## src/rtl/core/bctc_pkg.sv

```systemverilog
// ---------------------------------------------------------------------------
// bctc_pkg
// Shared widths, entry record and controller states for the block cache
// tag controller.
// ---------------------------------------------------------------------------
`default_nettype none

package bctc_pkg;

  // Field widths
  localparam int TAG_W  = 32;   // block number / tag
  localparam int CFG_W  = 13;   // lbas_per_block
  localparam int SLOT_W = 9;    // slot field of a result
  localparam int LBA_W  = 48;   // start LBA fields
  localparam int PROD_W = TAG_W + CFG_W;

  // Defaults
  localparam int            DEF_ENTRIES = 512;
  localparam logic [CFG_W-1:0] LPB_RESET = CFG_W'(8);

  // One tag store entry: dirty flag plus the block it holds
  typedef struct packed {
    logic             dirty;
    logic [TAG_W-1:0] tag;
  } entry_t;

  localparam int ENTRY_W = $bits(entry_t);

  // Controller states
  typedef enum logic [2:0] {
    ST_IDLE,
    ST_SCAN,
    ST_MUL_FILL,
    ST_MUL_WB,
    ST_FINISH
  } ctrl_state_t;

endpackage

`default_nettype wire

```

## src/rtl/core/bctc_lba_mul.sv

```systemverilog
// ---------------------------------------------------------------------------
// bctc_lba_mul
// Start LBA multiplier: block number times lbas_per_block, registered.
// ---------------------------------------------------------------------------
`default_nettype none

module bctc_lba_mul (
  input  wire logic                        clk,
  input  wire logic                        en,
  input  wire logic [bctc_pkg::TAG_W-1:0]  blk,
  input  wire logic [bctc_pkg::CFG_W-1:0]  lpb,
  output logic      [bctc_pkg::PROD_W-1:0] prod
);

  import bctc_pkg::*;

  logic [PROD_W-1:0] prod_r;

  // 32 x 13 product, held while not enabled
  always_ff @(posedge clk) begin
    if (en) begin
      prod_r <= PROD_W'(blk) * PROD_W'(lpb);
    end
  end

  assign prod = prod_r;

endmodule

`default_nettype wire

```

## config.mk

```make
export PLATFORM = sky130hd
export DESIGN_NAME = bctc_lba_mul
export DESIGN_NICKNAME = d
export VERILOG_FILES = /design/src/rtl/core/bctc_pkg.sv /design/src/rtl/core/bctc_lba_mul.sv
export SDC_FILE = /design/constraint.sdc
export NUM_CORES = 1
export LEC_CHECK = 0
export ABC_CLOCK_PERIOD_IN_PS = 8800
export BUFFER_PORTS_ARGS = -buffer_cell sky130_fd_sc_hd__buf_4
export CAP_MARGIN = 5
export CORE_ASPECT_RATIO = 2
export CORE_MARGIN = 2
export CORE_UTILIZATION = 35
export CTS_CLUSTER_DIAMETER = 120
export DETAILED_ROUTE_END_ITERATION = 10
export PLACE_DENSITY = 0.6
export SYNTH_ARGS = -nofsm -noshare
export SYNTH_HDL_FRONTEND = slang
export SYNTH_SLANG_ARGS = --single-unit
```

## constraint.sdc

```tcl
create_clock -name clk -period 8.8 [get_ports clk]
set_input_delay 1.76 -clock clk [delete_from_list [all_inputs] [get_ports clk]]
set_output_delay 1.76 -clock clk [all_outputs]
set_load 0.05 [all_outputs]
```

==> summary by stage <==
Status
The run finished with clean final reports.

Route
The routed design has 38.9 mm of wire. The routed length per placed instance is 17.8 um. The remaining number of nets flagged by the antenna check after routing is 0. Detailed routing inserted a total of 10,774 vias. The first routing iteration left 582 violations. The average via count per standard cell is 4.94. In the routed design, unresolved DRC markers number 0. The number of detailed-route iterations in the first pass is 6.

Synth
fa_1 takes more of the synthesized area than any other cell. The top cell type by area accounts for 45.1% of the synthesized area. The share of async-settable or async-resettable flops after synthesis is 0%. The warning count from the yosys run is 0. In the synthesized netlist the dominant register cell turns out to be edfxtp_1.

The number of synthesized register bits is 45. The total nets after synthesis is 2,098. The synthesized netlist cell count is 1,631. The number of different library cells used by synthesis comes to 52. The portion of the post-synthesis area used by sequential elements is 9.22%. The cell area after synthesis is 14,700 um^2. The number of enable-type register cells in the synthesized netlist is 45. The average cell area after synthesis is 8.99 um^2. By area the synthesized netlist is led by fa_1 (45%), inv_1 (9.5%), edfxtp_1 (9.2%).

Cells and area
The number of standard cells in the layout, taps in and fillers out is 2,183. The net count reported at finish is 2,110. The repair_antennas step left the layout with diodes totalling 0. The flip-flop count of the largest register after layout is 45. The ratio of cells with drive above 1 in the final layout is 6.51%.

From synthesis to final layout, the design area changed by 8.09%.

Setup path
The kind of critical path is primary input to flop. The data required time of the worst path is 8.83 ns. STA classifies the critical path startpoint as a primary input. In this run the worst path has a maximum fanout of 32.

For the worst setup path, the data arrival time is 7.16 ns. STA classifies the critical path endpoint as a flop.

GRT
The number of antenna violations at the first check in global routing is 1. For this run, the total global-route usage over all layers was measured as 18.7%. The number of global-route vias before repair is 11,736. The first global-routing pass estimated 63.2 mm of wire. The pin count of the biggest net entering global routing is 46. The global route total overflow is 0.

Timing
Setup violations remaining at the end of the flow were counted as 0. Hold is met by 1.89 ns. The fmax is 140 MHz. Setup repair after global routing left no endpoint under its margin.

The relative max-transition margin is 52.7%. The setup slack of the critical path after layout is 1.67 ns. The max-slew violation count is 0.

The final hold violation count is 0. The transition at the pin with the smallest max-transition slack is 0.702 ns. The final-layout setup total negative slack is 0 ns.

In the finished design, the share of the clock period the worst path needs comes to 81.0%. The final period demand of the worst path is 7.13 ns.

Place
After legalization and detailed placement, the total HPWL measured 31.3 mm. The number of buffer cells added on primary ports is 91. OpenSTA, run right after detailed placement, puts the worst setup slack at 1.44 ns. The number of placed cells counting well taps is 2,176. At the end of routability-driven placement, the weighted congestion stood at 0.878.

Floorplanning
The vertical die dimension is 293 um. Once the floorplan was initialized, standard cells occupied 35.3% of the core. The die area is 43,600 um^2. Pin placement for this block handled 92 I/O pins. The chip width is 149 um. The core region is 41,500 um^2. The number of rows in the core area is 106.

Clock tree
In this run the number of H-tree levels came out at 2. The number of setup buffers added after CTS is 0. TritonCTS built the clock tree. TritonCTS created 5 clock buffers. The clock tree root driver cell is clkbuf_16. After clock tree synthesis, the flow added hold-fix buffers numbering 0. Gates resized during post-CTS repair numbered 0. The number of sinks driven by the clock tree is 45. After clock tree synthesis, the clock-pin slew on the worst setup and hold paths is 0.07 ns. The clock tree buffer depth is 2.

Min path
The path class of the lowest-slack min-delay path is primary input to flop.

Run
The reported max-cap violation count is 0.
[stage by stage]
stage,cell area [um^2],util [%]
CTS,15800,38.2
detailed placement,15700,37.8
global route,15800,38.2
global placement,15700,37.8
finish,15800,38.2
floorplan,14700,-
[path summary, 6_finish.rpt]
path	startpoint	endpoint	slack, ns	cells after the start
worst min-delay path	blk[0]	prod[0]$_DFFE_PP_	1.89	2
worst max-delay path	lpb[1]	prod[42]$_DFFE_PP_	1.67	19
[cells in the mapped netlist (2+ instances only)]
cell / count
a21oi_1: 45
clkbuf_1: 80
fa_1: 330
o21ai_0: 20
inv_1: 372
xnor2_1: 20
o311ai_0: 2
o211ai_1: 5
a21o_1: 19
a211oi_1: 9
o21bai_1: 6
nand2_1: 266
and4_1: 3
nor2b_1: 3
edfxtp_1: 45
nand2b_1: 3
o221ai_1: 2
ha_1: 90
xor2_1: 17
a31oi_1: 4
nand4_1: 12
nor3_1: 4
nand3_1: 14
o31ai_1: 4
o21a_1: 6
buf_2: 5
nor2_1: 29
and2_1: 192
[final cells by class]
| class | count | area [um^2] |
|---|---|---|
| tap | 540 | 676 |
| clock buffer | 5 | 125 |
| multi-input combinational | 1128 | 11600 |
| clock inverter | 2 | 35.0 |
| fill | 4231 | 25700 |
| sequential | 45 | 1350 |
| inverter | 372 | 1400 |
| timing repair buffer | 91 | 683 |
[layout by cell type, fill, tap and decap left out, types with 5 or more instances in the layout]
master	count
xor2_1	17
o21ai_0	20
o211ai_1	5
a211oi_1	9
nand2_1	266
ha_1	90
inv_1	372
buf_4	91
nand4_1	12
nand3_1	14
o21bai_1	6
fa_1	330
and2_1	192
a21oi_1	45
xnor2_1	20
edfxtp_1	45
clkbuf_16	5
o21a_1	6
a21o_1	19
nor2_1	29
[metal layers]
layer,track usage (%),up-vias,wire length [um]
li1,-,4852,-
met1,22.7,5506,15000
met5,0,-,13
met3,2.47,66,2150
met4,5.78,2,1460
met2,33.9,348,20200
[worst max-delay path: stages]
cell	delay [ns]
buf_4	0.22
and2_1	0.20
fa_1	0.53
inv_1	0.05
fa_1	0.49
inv_1	0.06
fa_1	0.49
inv_1	0.05
fa_1	0.48
fa_1	0.49
inv_1	0.04
ha_1	0.37
a21o_1	0.23
a221oi_1	0.51
a2111o_1	0.32
nand4_1	0.18
a31oi_1	0.33
o21ai_0	0.16
xnor2_1	0.17
[logic make-up (layout without fill, tap and decap cells)]
kind of cell	count (synthesis)	in the layout	share of synthesized area, %
DFF	45	45	9.22
and+or+nand+nor	532	532	17.7
AOI/OAI and AO/OA	138	138	6.29
adders and majority gates	420	420	52.8
xor gates and xnor gates	37	37	2.21
buffers and inverters	458	470	11.8
muxes	1	1	0.0683
Power is left out: the tool's default activity adds up to more than one toggle a clock period on the data nets, which glitch-free logic cannot reach.
